==> src/rtl/assert_macros.svh <==
// ----------------------------------------------------------------------------
// Assertion macros
// Shared concurrent assertion forms used by the RTL of the priority queue.
// ----------------------------------------------------------------------------
`ifndef ASSERT_MACROS_SVH
`define ASSERT_MACROS_SVH

// Checked at every clock edge outside reset.
`define DPQ_ASSERT(name, prop, msg) \
    name: assert property (@(posedge i_clk) disable iff (!i_rst_n) prop) else $error(msg);

// Checked at every clock edge, reset included.
`define DPQ_ASSERT_ALWAYS(name, prop, msg) \
    name: assert property (@(posedge i_clk) prop) else $error(msg);

`endif

==> src/rtl/dpq_pkg.sv <==
// ----------------------------------------------------------------------------
// Double-ended priority queue package
// Types, codes and defaults shared by the queue controller and datapath.
// ----------------------------------------------------------------------------
`default_nettype none

package dpq_pkg;

    localparam int CAPACITY_DEF = 16;
    localparam int COUNT_W      = 5;

    localparam logic [1:0] FUNC_INSERT      = 2'd0;
    localparam logic [1:0] FUNC_EXTRACT_MIN = 2'd1;
    localparam logic [1:0] FUNC_EXTRACT_MAX = 2'd2;

    localparam logic [1:0] STATUS_OK    = 2'd0;
    localparam logic [1:0] STATUS_EMPTY = 2'd1;
    localparam logic [1:0] STATUS_FULL  = 2'd2;

    typedef struct packed {
        logic [1:0]         func;
        logic signed [31:0] new_priority;
        logic [31:0]        new_payload;
    } t_in_item;

    typedef struct packed {
        logic [1:0]           status;
        logic signed [31:0]   removed_priority;
        logic [31:0]          removed_payload;
        logic signed [31:0]   min_priority;
        logic [31:0]          min_payload;
        logic signed [31:0]   max_priority;
        logic [31:0]          max_payload;
        logic [COUNT_W-1:0]   entry_count;
    } t_out_item;

    typedef struct packed {
        logic signed [31:0] prio;
        logic [31:0]        payload;
    } t_entry;

    typedef enum logic [3:0] {
        ST_IDLE,
        ST_OP,
        ST_EXT_CAP,
        ST_SCAN,
        ST_PLACE,
        ST_MIN_RD,
        ST_MAX_RD,
        ST_MAX_CAP,
        ST_OUT
    } t_state;

    typedef enum logic [1:0] {
        RD_HEAD,
        RD_TAIL,
        RD_PTR_PREV
    } t_rd_sel;

    typedef struct packed {
        logic       load_in;
        t_rd_sel    rd_sel;
        logic       wr_en;
        logic       wr_new;
        logic       wr_at_head;
        logic       set_status;
        logic [1:0] status;
        logic       cap_removed;
        logic       pop_head;
        logic       dec_count;
        logic       inc_count;
        logic       ptr_from_tail;
        logic       ptr_dec;
        logic       cap_min;
        logic       cap_max;
        logic       load_out;
    } t_cmd;

    typedef struct packed {
        logic [1:0] func;
        logic       empty;
        logic       full;
        logic       le;
        logic       ptr_at_head;
        logic       out_free;
    } t_sts;

endpackage

`default_nettype wire

==> src/rtl/dpq_ram.sv <==
// ----------------------------------------------------------------------------
// Generic RAM
// One write port and one read port with registered read data.
// ----------------------------------------------------------------------------
`default_nettype none

module dpq_ram #(
    parameter int WIDTH = 64,
    parameter int DEPTH = dpq_pkg::CAPACITY_DEF
) (
    input  wire logic                     i_clk,
    input  wire logic                     i_wr_en,
    input  wire logic [$clog2(DEPTH)-1:0] i_wr_addr,
    input  wire logic [WIDTH-1:0]         i_wr_data,
    input  wire logic [$clog2(DEPTH)-1:0] i_rd_addr,
    output logic      [WIDTH-1:0]         o_rd_data
);

    logic [WIDTH-1:0] r_mem [DEPTH];

    always_ff @(posedge i_clk) begin
        if (i_wr_en) begin
            r_mem[i_wr_addr] <= i_wr_data;
        end
        o_rd_data <= r_mem[i_rd_addr];
    end

endmodule

`default_nettype wire

==> src/rtl/dpq_ctrl.sv <==
// ----------------------------------------------------------------------------
// Priority queue controller
// Sequences insert, extract and result steps over the queue datapath.
// ----------------------------------------------------------------------------
`default_nettype none

module dpq_ctrl (
    input  wire logic          i_clk,
    input  wire logic          i_rst_n,
    input  wire logic          i_valid,
    output logic               o_stall,
    input  wire dpq_pkg::t_sts i_sts,
    output dpq_pkg::t_cmd      o_cmd
);

    dpq_pkg::t_state r_state;
    dpq_pkg::t_state n_state;

    always_ff @(posedge i_clk) begin
        if (!i_rst_n) begin
            r_state <= dpq_pkg::ST_IDLE;
        end else begin
            r_state <= n_state;
        end
    end

    always_comb begin
        n_state = r_state;
        unique case (r_state)
            dpq_pkg::ST_IDLE: begin
                if (i_valid) begin
                    n_state = dpq_pkg::ST_OP;
                end
            end
            dpq_pkg::ST_OP: begin
                unique case (i_sts.func) inside
                    dpq_pkg::FUNC_INSERT: begin
                        if (i_sts.full || i_sts.empty) begin
                            n_state = dpq_pkg::ST_MIN_RD;
                        end else begin
                            n_state = dpq_pkg::ST_SCAN;
                        end
                    end
                    dpq_pkg::FUNC_EXTRACT_MIN, dpq_pkg::FUNC_EXTRACT_MAX: begin
                        if (i_sts.empty) begin
                            n_state = dpq_pkg::ST_MIN_RD;
                        end else begin
                            n_state = dpq_pkg::ST_EXT_CAP;
                        end
                    end
                    default: begin
                        n_state = dpq_pkg::ST_MIN_RD;
                    end
                endcase
            end
            dpq_pkg::ST_EXT_CAP: begin
                n_state = dpq_pkg::ST_MIN_RD;
            end
            dpq_pkg::ST_SCAN: begin
                if (i_sts.le) begin
                    n_state = dpq_pkg::ST_MIN_RD;
                end else if (i_sts.ptr_at_head) begin
                    n_state = dpq_pkg::ST_PLACE;
                end
            end
            dpq_pkg::ST_PLACE: begin
                n_state = dpq_pkg::ST_MIN_RD;
            end
            dpq_pkg::ST_MIN_RD: begin
                n_state = dpq_pkg::ST_MAX_RD;
            end
            dpq_pkg::ST_MAX_RD: begin
                n_state = dpq_pkg::ST_MAX_CAP;
            end
            dpq_pkg::ST_MAX_CAP: begin
                n_state = dpq_pkg::ST_OUT;
            end
            dpq_pkg::ST_OUT: begin
                if (i_sts.out_free) begin
                    n_state = dpq_pkg::ST_IDLE;
                end
            end
            default: begin
                n_state = dpq_pkg::ST_IDLE;
            end
        endcase
    end

    always_comb begin
        o_cmd        = '0;
        o_cmd.rd_sel = dpq_pkg::RD_HEAD;
        o_cmd.status = dpq_pkg::STATUS_OK;
        unique case (r_state)
            dpq_pkg::ST_IDLE: begin
                o_cmd.load_in = i_valid;
            end
            dpq_pkg::ST_OP: begin
                unique case (i_sts.func) inside
                    dpq_pkg::FUNC_INSERT: begin
                        if (i_sts.full) begin
                            o_cmd.set_status = 1'b1;
                            o_cmd.status     = dpq_pkg::STATUS_FULL;
                        end else if (i_sts.empty) begin
                            o_cmd.wr_en      = 1'b1;
                            o_cmd.wr_new     = 1'b1;
                            o_cmd.wr_at_head = 1'b1;
                            o_cmd.inc_count  = 1'b1;
                        end else begin
                            o_cmd.rd_sel        = dpq_pkg::RD_TAIL;
                            o_cmd.ptr_from_tail = 1'b1;
                        end
                    end
                    dpq_pkg::FUNC_EXTRACT_MIN, dpq_pkg::FUNC_EXTRACT_MAX: begin
                        if (i_sts.empty) begin
                            o_cmd.set_status = 1'b1;
                            o_cmd.status     = dpq_pkg::STATUS_EMPTY;
                        end else if (i_sts.func == dpq_pkg::FUNC_EXTRACT_MAX) begin
                            o_cmd.rd_sel = dpq_pkg::RD_TAIL;
                        end
                    end
                    default: begin
                    end
                endcase
            end
            dpq_pkg::ST_EXT_CAP: begin
                o_cmd.cap_removed = 1'b1;
                o_cmd.dec_count   = 1'b1;
                o_cmd.pop_head    = (i_sts.func == dpq_pkg::FUNC_EXTRACT_MIN);
            end
            dpq_pkg::ST_SCAN: begin
                o_cmd.wr_en = 1'b1;
                if (i_sts.le) begin
                    o_cmd.wr_new    = 1'b1;
                    o_cmd.inc_count = 1'b1;
                end else if (!i_sts.ptr_at_head) begin
                    o_cmd.rd_sel  = dpq_pkg::RD_PTR_PREV;
                    o_cmd.ptr_dec = 1'b1;
                end
            end
            dpq_pkg::ST_PLACE: begin
                o_cmd.wr_en      = 1'b1;
                o_cmd.wr_new     = 1'b1;
                o_cmd.wr_at_head = 1'b1;
                o_cmd.inc_count  = 1'b1;
            end
            dpq_pkg::ST_MIN_RD: begin
                o_cmd.rd_sel = dpq_pkg::RD_HEAD;
            end
            dpq_pkg::ST_MAX_RD: begin
                o_cmd.cap_min = 1'b1;
                o_cmd.rd_sel  = dpq_pkg::RD_TAIL;
            end
            dpq_pkg::ST_MAX_CAP: begin
                o_cmd.cap_max = 1'b1;
            end
            dpq_pkg::ST_OUT: begin
                o_cmd.load_out = i_sts.out_free;
            end
            default: begin
            end
        endcase
    end

    assign o_stall = (r_state != dpq_pkg::ST_IDLE);

endmodule

`default_nettype wire

==> src/rtl/dpq_datapath.sv <==
// ----------------------------------------------------------------------------
// Priority queue datapath
// Circular sorted entry store with head, count, scan pointer and result register.
// ----------------------------------------------------------------------------
`default_nettype none

module dpq_datapath #(
    parameter int CAPACITY = dpq_pkg::CAPACITY_DEF
) (
    input  wire logic                i_clk,
    input  wire logic                i_rst_n,
    input  wire dpq_pkg::t_in_item   i_item,
    input  wire dpq_pkg::t_cmd       i_cmd,
    output dpq_pkg::t_sts            o_sts,
    output logic                     o_valid,
    input  wire logic                i_stall,
    output dpq_pkg::t_out_item       o_item
);

    localparam int IW = $clog2(CAPACITY);
    localparam int CW = $clog2(CAPACITY + 1);

    logic [1:0]          r_func;
    dpq_pkg::t_entry     r_new;
    logic [1:0]          r_status;
    dpq_pkg::t_entry     r_removed;
    dpq_pkg::t_entry     r_min;
    dpq_pkg::t_entry     r_max;
    logic [IW-1:0]       r_head;
    logic [IW-1:0]       r_ptr;
    logic [CW-1:0]       r_count;
    dpq_pkg::t_out_item  r_out;
    logic                r_out_valid;

    logic [IW:0]           w_tail_sum;
    logic [IW-1:0]         w_tail;
    logic [IW-1:0]         w_rd_addr;
    logic [IW-1:0]         w_wr_addr;
    dpq_pkg::t_entry       w_wr_data;
    logic [$bits(dpq_pkg::t_entry)-1:0] w_rd_raw;
    dpq_pkg::t_entry       w_rd_entry;
    logic                  w_empty;

    function automatic logic [IW-1:0] wrap_inc(input logic [IW-1:0] p);
        return (p == IW'(CAPACITY - 1)) ? '0 : p + 1'b1;
    endfunction

    function automatic logic [IW-1:0] wrap_dec(input logic [IW-1:0] p);
        return (p == '0) ? IW'(CAPACITY - 1) : p - 1'b1;
    endfunction

    assign w_empty    = (r_count == '0);
    assign w_tail_sum = {1'b0, r_head} + {1'b0, IW'(r_count - 1'b1)};
    assign w_tail     = (w_tail_sum >= (IW + 1)'(CAPACITY))
                      ? IW'(w_tail_sum - (IW + 1)'(CAPACITY)) : w_tail_sum[IW-1:0];

    always_comb begin
        unique case (i_cmd.rd_sel)
            dpq_pkg::RD_HEAD:     w_rd_addr = r_head;
            dpq_pkg::RD_TAIL:     w_rd_addr = w_tail;
            dpq_pkg::RD_PTR_PREV: w_rd_addr = wrap_dec(r_ptr);
            default:              w_rd_addr = r_head;
        endcase
    end

    assign w_wr_addr  = i_cmd.wr_at_head ? r_head : wrap_inc(r_ptr);
    assign w_wr_data  = i_cmd.wr_new ? r_new : w_rd_entry;
    assign w_rd_entry = dpq_pkg::t_entry'(w_rd_raw);

    dpq_ram #(
        .WIDTH ($bits(dpq_pkg::t_entry)),
        .DEPTH (CAPACITY)
    ) u_ram (
        .i_clk     (i_clk),
        .i_wr_en   (i_cmd.wr_en),
        .i_wr_addr (w_wr_addr),
        .i_wr_data (w_wr_data),
        .i_rd_addr (w_rd_addr),
        .o_rd_data (w_rd_raw)
    );

    always_ff @(posedge i_clk) begin
        if (!i_rst_n) begin
            r_head      <= '0;
            r_count     <= '0;
            r_out_valid <= 1'b0;
        end else begin
            if (i_cmd.pop_head) begin
                r_head <= wrap_inc(r_head);
            end
            if (i_cmd.inc_count) begin
                r_count <= r_count + 1'b1;
            end else if (i_cmd.dec_count) begin
                r_count <= r_count - 1'b1;
            end
            if (i_cmd.load_out) begin
                r_out_valid <= 1'b1;
            end else if (!i_stall) begin
                r_out_valid <= 1'b0;
            end
        end
    end

    always_ff @(posedge i_clk) begin
        if (i_cmd.load_in) begin
            r_func        <= i_item.func;
            r_new.prio    <= i_item.new_priority;
            r_new.payload <= i_item.new_payload;
            r_status      <= dpq_pkg::STATUS_OK;
            r_removed     <= '0;
        end else begin
            if (i_cmd.set_status) begin
                r_status <= i_cmd.status;
            end
            if (i_cmd.cap_removed) begin
                r_removed <= w_rd_entry;
            end
        end
        if (i_cmd.ptr_from_tail) begin
            r_ptr <= w_tail;
        end else if (i_cmd.ptr_dec) begin
            r_ptr <= wrap_dec(r_ptr);
        end
        if (i_cmd.cap_min) begin
            r_min <= w_rd_entry;
        end
        if (i_cmd.cap_max) begin
            r_max <= w_rd_entry;
        end
        if (i_cmd.load_out) begin
            r_out.status           <= r_status;
            r_out.removed_priority <= r_removed.prio;
            r_out.removed_payload  <= r_removed.payload;
            r_out.min_priority     <= w_empty ? '0 : r_min.prio;
            r_out.min_payload      <= w_empty ? '0 : r_min.payload;
            r_out.max_priority     <= w_empty ? '0 : r_max.prio;
            r_out.max_payload      <= w_empty ? '0 : r_max.payload;
            r_out.entry_count      <= dpq_pkg::COUNT_W'(r_count);
        end
    end

    assign o_sts.func        = r_func;
    assign o_sts.empty       = w_empty;
    assign o_sts.full        = (r_count == CW'(CAPACITY));
    assign o_sts.le          = (w_rd_entry.prio <= r_new.prio);
    assign o_sts.ptr_at_head = (r_ptr == r_head);
    assign o_sts.out_free    = !r_out_valid || !i_stall;

    assign o_valid = r_out_valid;
    assign o_item  = r_out;

endmodule

`default_nettype wire

==> src/rtl/double_ended_priority_queue.sv <==
// ----------------------------------------------------------------------------
// Double-ended priority queue
// Bounded queue of priority and payload pairs with insert, extract-minimum
// and extract-maximum, each answered by one result transfer.
// ----------------------------------------------------------------------------
// The queue holds up to CAPACITY entries in one RAM, kept in ascending priority
// order as a circular list, so an extract-minimum only advances the head and an
// extract-maximum only shortens the list. An insert goes after all entries of
// equal priority and shifts the entries of higher priority up by one slot, one
// entry per cycle through the single RAM write and read ports. One item is in
// work at a time: a new input transfer is taken only once the result of the
// last one is loaded, and an insert into a queue that is neither empty nor
// full first scans from the tail past every stored entry of higher priority.
// The states MIN_RD, MAX_RD and MAX_CAP that come before OUT read the minimum
// and maximum back from the RAM. No clearing pass is needed after reset. The
// entry count of a result is given modulo 32.
`default_nettype none

`include "assert_macros.svh"

module double_ended_priority_queue #(
    parameter int CAPACITY = dpq_pkg::CAPACITY_DEF
) (
    input  wire logic               i_clk,
    input  wire logic               i_rst_n,
    input  wire logic               i_valid,
    output logic                    o_stall,
    input  wire dpq_pkg::t_in_item  i_item,
    output logic                    o_valid,
    input  wire logic               i_stall,
    output dpq_pkg::t_out_item      o_item
);

    dpq_pkg::t_cmd w_cmd;
    dpq_pkg::t_sts w_sts;

    dpq_ctrl u_ctrl (
        .i_clk   (i_clk),
        .i_rst_n (i_rst_n),
        .i_valid (i_valid),
        .o_stall (o_stall),
        .i_sts   (w_sts),
        .o_cmd   (w_cmd)
    );

    dpq_datapath #(
        .CAPACITY (CAPACITY)
    ) u_datapath (
        .i_clk   (i_clk),
        .i_rst_n (i_rst_n),
        .i_item  (i_item),
        .i_cmd   (w_cmd),
        .o_sts   (w_sts),
        .o_valid (o_valid),
        .i_stall (i_stall),
        .o_item  (o_item)
    );

    `DPQ_ASSERT(a_busy_after_accept, i_valid && !o_stall |=> o_stall, "queue idle after input transfer")
    `DPQ_ASSERT(a_load_needs_slot, w_cmd.load_out |-> w_sts.out_free, "result loaded over a pending one")
    `DPQ_ASSERT(a_empty_zero, w_cmd.load_out && w_sts.empty |=> o_item.min_priority == 0 && o_item.max_priority == 0, "empty queue reports nonzero bounds")
    `DPQ_ASSERT_ALWAYS(a_reset_clears_out, !i_rst_n |=> !o_valid, "result valid after reset")

endmodule

`default_nettype wire

==> config.mk <==
export PLATFORM = sky130hd
export DESIGN_NAME = double_ended_priority_queue
export DESIGN_NICKNAME = d
export VERILOG_FILES = /design/src/rtl/dpq_pkg.sv /design/src/rtl/dpq_ram.sv /design/src/rtl/dpq_ctrl.sv /design/src/rtl/dpq_datapath.sv /design/src/rtl/double_ended_priority_queue.sv
export VERILOG_INCLUDE_DIRS = /design/src /design/src/rtl
export SDC_FILE = /design/constraint.sdc
export NUM_CORES = 2
export LEC_CHECK = 0
export ABC_CLOCK_PERIOD_IN_PS = 23700
export BUFFER_PORTS_ARGS = -buffer_cell sky130_fd_sc_hd__buf_2
export CAP_MARGIN = 30
export CORE_MARGIN = 5
export CORE_UTILIZATION = 50
export DETAILED_ROUTE_END_ITERATION = 8
export PLACE_DENSITY_LB_ADDON = 0.1
export SYNTH_ARGS = -nofsm -noshare
export SYNTH_HDL_FRONTEND = slang
export SYNTH_HIERARCHICAL = 1
export SYNTH_SLANG_ARGS = --single-unit
==> constraint.sdc <==
create_clock -name i_clk -period 23.7 [get_ports i_clk]
set_clock_uncertainty 0.05 [all_clocks]
set_input_delay 4.74 -clock i_clk [delete_from_list [all_inputs] [get_ports i_clk]]
set_output_delay 4.74 -clock i_clk [all_outputs]
set_load 0.01 [all_outputs]
-- Word level (Yosys, flattened, before mapping)
Memory sizes are Yosys's and may differ from the RTL's. A register that Yosys moved wholly into a read port is not among the register bits.
Index checks and enable logic that the tools add are counted.
- muxes and demuxes: 54
- $add $sub $neg: 7
- order comparisons: 2
- reductions and logical operators: 14
- equality and inequality tests: 20
- operators by type and width (operator ; count):
    64-bit 2-to-1 mux ; 1
    4-bit 2-to-1 mux ; 11
    32-bit <= comparator ; 1
    4-bit case mux with 8 select lines ; 1
    3-bit 2-to-1 mux ; 8
    1-bit 2-to-1 mux ; 18
    4-bit by 3-bit == test with 1-bit output (second input constant) ; 4
    4-bit case mux with 2 select lines ; 2
    5-bit 2-to-1 mux ; 3
    4-bit == test (second input constant) ; 3
    2-bit case mux with 3 select lines ; 2
    4-bit by 1-bit adder with 4-bit output (second input constant) ; 2
    4-bit by 2-bit == test with 1-bit output (second input constant) ; 2
    4-bit zero test ; 2
    2-bit 2-to-1 mux ; 4
    4-bit by 1-bit subtractor with 4-bit output (second input constant) ; 2
    3-bit case mux with 2 select lines ; 1
    4-bit by 4-bit adder with 5-bit output ; 1
    5-bit by 1-bit adder with 5-bit output (second input constant) ; 1
    5-bit == test (second input constant) ; 1
    5-bit >= comparator (second input constant) ; 1
    5-bit zero test ; 1
    5-bit by 1-bit subtractor with 5-bit output (second input constant) ; 1
    2-bit by 1-bit == test with 1-bit output (second input constant) ; 2
    other kinds (16) ; 22
- register bits after elaboration: 477
- input port bits: 70
- memories kept: 1
- word-level logic and storage cells: 121
- output and inout port bits: 201
- bits in writable memories: 1024
- memories (memory ; depth ; width ; rd ports ; clocked after memory_dff ; write ports ; line ; source):
    u_datapath.u_ram.r_mem ; 16 ; 64 ; 1 ; 1 ; 1 ; dpq_ram.sv:19 ; logic [WIDTH-1:0] r_mem [DEPTH];

-- Depth between registers and ports, before layout
- depth after elaboration: 7
- gate-level depth with buffers: 19
- gate-level depth less buffers: 16

-- Hierarchy
Netlist, hierarchy kept.
- modules (own cells, without submodules) (module ; area each (µm²) ; sequential area each (µm²) ; instances ; cells an instance):
    dpq_ram ; 39581.7 ; 32030.7 ; 1 ; 1647
    dpq_datapath ; 17673.2 ; 13442.9 ; 1 ; 1067
    dpq_ctrl ; 536.8 ; 80.1 ; 1 ; 72

-- Worst setup path before layout
Ideal clock, no wire load.
- path kind: input to register
- start: input i_stall
- end: register u_datapath.r_out, in the netlist u_datapath/o_item[0] (enable)
- path slack: 13.585 ns
- data required time: 23.062 ns
- data arrival time: 9.478 ns
- path buffers: 0
- library setup time: 0.588 ns
- stages: 2
- cells stage by stage: nand2_1 -> and4b_1
- RTL lines (element ; line ; source):
    from (decl) ; double_ended_priority_queue.sv:30 ; input wire logic i_stall,
    to (decl) ; dpq_datapath.sv:32 ; dpq_pkg::t_out_item r_out;

==> impl_metrics.csv <==
group,metric,value,unit
outcome,status,"finished, final reports clean",
yosys,synthesis.nets,2905,
clock_tree,cts_max_path_buffers,3,
worst_setup_path,cp_max_fo,149,
yosys,syn-cell-area,57800,um2
worst_setup_path,r2r_slack,15.83,ns
sta,slew_headroom,0.281,
sta,rsz0062_at_grt,"false",
global_route,grt_max_degree,150,
floorplanning,die-area,122000,um2
clock_tree,clk_pin_slew,0.06,ns
placement,place.gp.congestion,0.743,
worst_setup_path,max_stage_delay,0.85,ns
clock_tree,post_cts_resize_count,0,
run,drv_cap,0,
global_route,grt_pass1_vias,28600,
worst_setup_path,critPathSlowestCell,"buf_4",
clock_tree,cts.sinks,1565,
global_route,overflow,0,
clock_tree,postCtsHoldBufs,0,
route,post_drt_wl_per_cell,28.0,um
route,drt-vias-per-instance,5.83,
route,first_pass_iters,7,
sta,final_hold_viol_count,0,
sta,tns,0,ns
final_layout,drive_above_1_share,0.281,
route,drc_errors,0,
yosys,async_reset_ff_frac,0,
clock_tree,postCtsSetupBuffers,0,
clock_tree,tritoncts,"built",
global_route,grtUsageTotal,0.219,
power_and_ir_drop,leakagePower,0.0215,uW
worst_setup_path,r2r-end,"u_datapath/u_ram/o_rd_data[63]",
min_path,hold_class,"reg -> reg",
yosys,synth_warnings,6,
floorplanning,io_pins,271,
placement,dp_cells,4499,
worst_setup_path,critPathLaunchType,"flop",
min_path,min_from,"u_datapath/r_removed[17]",
clock_tree,htree_levels,4,
sta,worst_pin_slew,1.07,ns
sta,fin_crit_sh,0.332,
route,vias,28000,
yosys,postSynthCellCount,2786,
yosys,synth.distinct_cells,63,
floorplanning,fp.dieW,350,um
final_layout,mostFrequentLayoutCells,"1,421 x edfxtp_1, 270 x buf_2, 256 x mux4_2, 164 x clkbuf_16, 144 x dfxtp_1",
worst_setup_path,worst_ep_arrival_time,8.41,ns
min_path,whs_path_depth,0,
global_route,antenna_found_initial,2,
route,drt-total-wl,134,mm
placement,placed_cell_area,61200,um2
worst_setup_path,worstSetupPathType,"reg -> reg",
sta,fin_crit,7.87,ns
floorplanning,start_util,0.505,
floorplanning,std_cell_rows,124,
final_layout,fin_nets,3269,
floorplanning,coreArea,115000,um2
route,drtIter0Drc,2975,
clock_tree,cts_root_buf,"clkbuf_16",
route,ant_nets,0,
worst_setup_path,required,24.24,ns
sta,max_freq,0.127,GHz
floorplanning,die_h,350,um
final_layout,final_cells,4799,
placement,hpwlAfterDp,73.9,mm
worst_setup_path,crit_chain,"inv_1, ha_1, nand4_1, nor3_1, a21boi_1, o41ai_2, o2111ai_1, mux2_1, nor4_1, ha_1, a221oi_1, a21oi_4, buf_4, buf_4, buf_12, mux4_2, a22oi_1, nand2_1",
global_route,grt_pass1_wl,195,mm
yosys,yosys_register_bits,1565,
sta,setup_violations,0,
power_and_ir_drop,p_per_area,110,nW/um2
worst_setup_path,crit_path_end_kind,"flop",
yosys,ys_seq_area_frac,0.788,
worst_setup_path,rr_worst_depth,18,
sta,slew_viol_final,0,
min_path,whs_endpoint,"u_datapath/o_item[150]",
worst_setup_path,r2r_start,"u_datapath/r_new[44]",
yosys,avgSynthCellArea,20.7,um2
yosys,synth_flop_cell,"edfxtp_1",
final_layout,final_common_cell,"edfxtp_1",
yosys,synth_edf_count,1421,
clock_tree,numCtsBuffers,159,
sta,hold_slack,0.380,ns
final_layout,syn_to_final_growth,14.9,%
clock_tree,clk_latency,0.76,ns
power_and_ir_drop,ir_worst_vdd,0.0000788,V
placement,io_buffers,270,
final_layout,fin_area,66400,um2
cells by family (layout without fill, tap and decap cells):
logic type	count (synthesis)	count (layout)	synth area share
flops	1565	1565	0.788
mux	391	391	0.125
simple gates	383	383	0.0343
compound gates	206	206	0.0254
buf+inv	178	678	0.0146
fa+ha+maj	49	49	0.0107
xor+xnor	14	14	0.00212
other cells	0	1	0
where the power goes:
part / internal [uW] / leakage, uW / switching [uW]
combinational: 376 / 0.00496 / 823
clock: 1430 / 0.00252 / 1010
sequential: 3580 / 0.0140 / 120
critical path, delay by kind of cell (launching register included):
family	cells	cell delay, ns
buf+inv	4	2.33
simple gates	4	1.64
compound gates	6	1.54
mux	2	0.88
fa+ha+maj	2	0.69
flops	1	0.39
cells in the mapped netlist, drive strengths merged, types with 2 or more instances:
master | count | area share
a311oi | 2 | 0.00030
buf | 71 | 0.0077
dfxtp | 144 | 0.050
nand2 | 86 | 0.0056
and3 | 3 | 0.00032
a211oi | 3 | 0.00039
or2 | 3 | 0.00032
nor3b | 2 | 0.00035
or3 | 2 | 0.00022
a221oi | 2 | 0.00030
nor4 | 4 | 0.00054
edfxtp | 1421 | 0.74
nand3 | 6 | 0.00052
inv | 46 | 0.0030
a21o | 8 | 0.0010
nand3b | 4 | 0.00052
o21ai | 16 | 0.0014
clkbuf | 61 | 0.0040
nor2 | 93 | 0.0060
ha | 48 | 0.010
a21boi | 2 | 0.00026
nor4bb | 2 | 0.00035
mux4 | 256 | 0.10
o21a | 2 | 0.00026
xor2 | 5 | 0.00076
nor3 | 9 | 0.00078
a21oi | 25 | 0.0022
o41ai | 2 | 0.00043
and2 | 7 | 0.00076
nand2b | 9 | 0.00097
mux2 | 67 | 0.013
a22oi | 131 | 0.017
mux2i | 68 | 0.012
nor2b | 138 | 0.015
xnor2 | 9 | 0.0014
o31ai | 2 | 0.00026
nand4 | 10 | 0.0011
metal layers:
layer / track usage / routed length (um) / share of wire / vias to the layer above
met5: 0 / 0 / 0 / -
met4: 0.0530 / 2530 / 0.019 / 0
met3: 0.0427 / 9410 / 0.070 / 173
met2: 0.343 / 62900 / 0.47 / 983
met1: 0.325 / 59400 / 0.44 / 14900
li1: - / - / - / 11900
worst max path at each step:
stage / startpoint / to / slack [ns] / cells past startpoint
floorplan: i_stall / u_datapath/o_item[0] / 13.58 / 2
global placement: u_datapath/r_new[44] / u_datapath/u_ram/o_rd_data[63] / 16.02 / 16
detailed placement: u_datapath/r_new[44] / u_datapath/u_ram/o_rd_data[63] / 16.03 / 16
CTS: u_datapath/r_new[46] / u_datapath/u_ram/o_rd_data[63] / 16.00 / 16
global route: u_datapath/r_new[46] / u_datapath/u_ram/o_rd_data[63] / 15.40 / 16
finish: u_datapath/r_new[44] / u_datapath/u_ram/o_rd_data[63] / 15.83 / 18
cell type report:
cell class	count	area, um2
diodes	1	2.50
fillers	8431	48100
clock buffers	228	4500
repair buffers	335	2030
multi-input cells	1043	11600
inverters	46	173
flip-flops and latches	1565	45600
well taps	1512	1890
clock inverters	69	656
metrics by stage:
step,total power (uW),utilization,worst slack [ns]
final,7330,0.580,15.83
after global routing,7640,0.580,15.40
after CTS,7400,0.580,16.00
after detailed placement,4960,0.535,16.03
after global placement,4890,0.533,16.02
after floorplan,4510,-,13.58
state kept, by name, summed over array words and instances (netlist names):
register and count:
u_datapath/u_ram/o_rd_data 64, u_datapath/o_valid 1, u_datapath/r_func 2, u_datapath/r_status 2
u_datapath/r_count 5, u_ctrl/r_state 4, u_datapath/u_ram/r_mem 1024, u_datapath/r_removed 64
u_datapath/r_ptr 4, u_datapath/r_new 64, u_datapath/o_item 199, u_datapath/r_min 64
u_datapath/r_max 64, u_datapath/r_head 4
No activity file was read; power rests on OpenSTA's default activity.
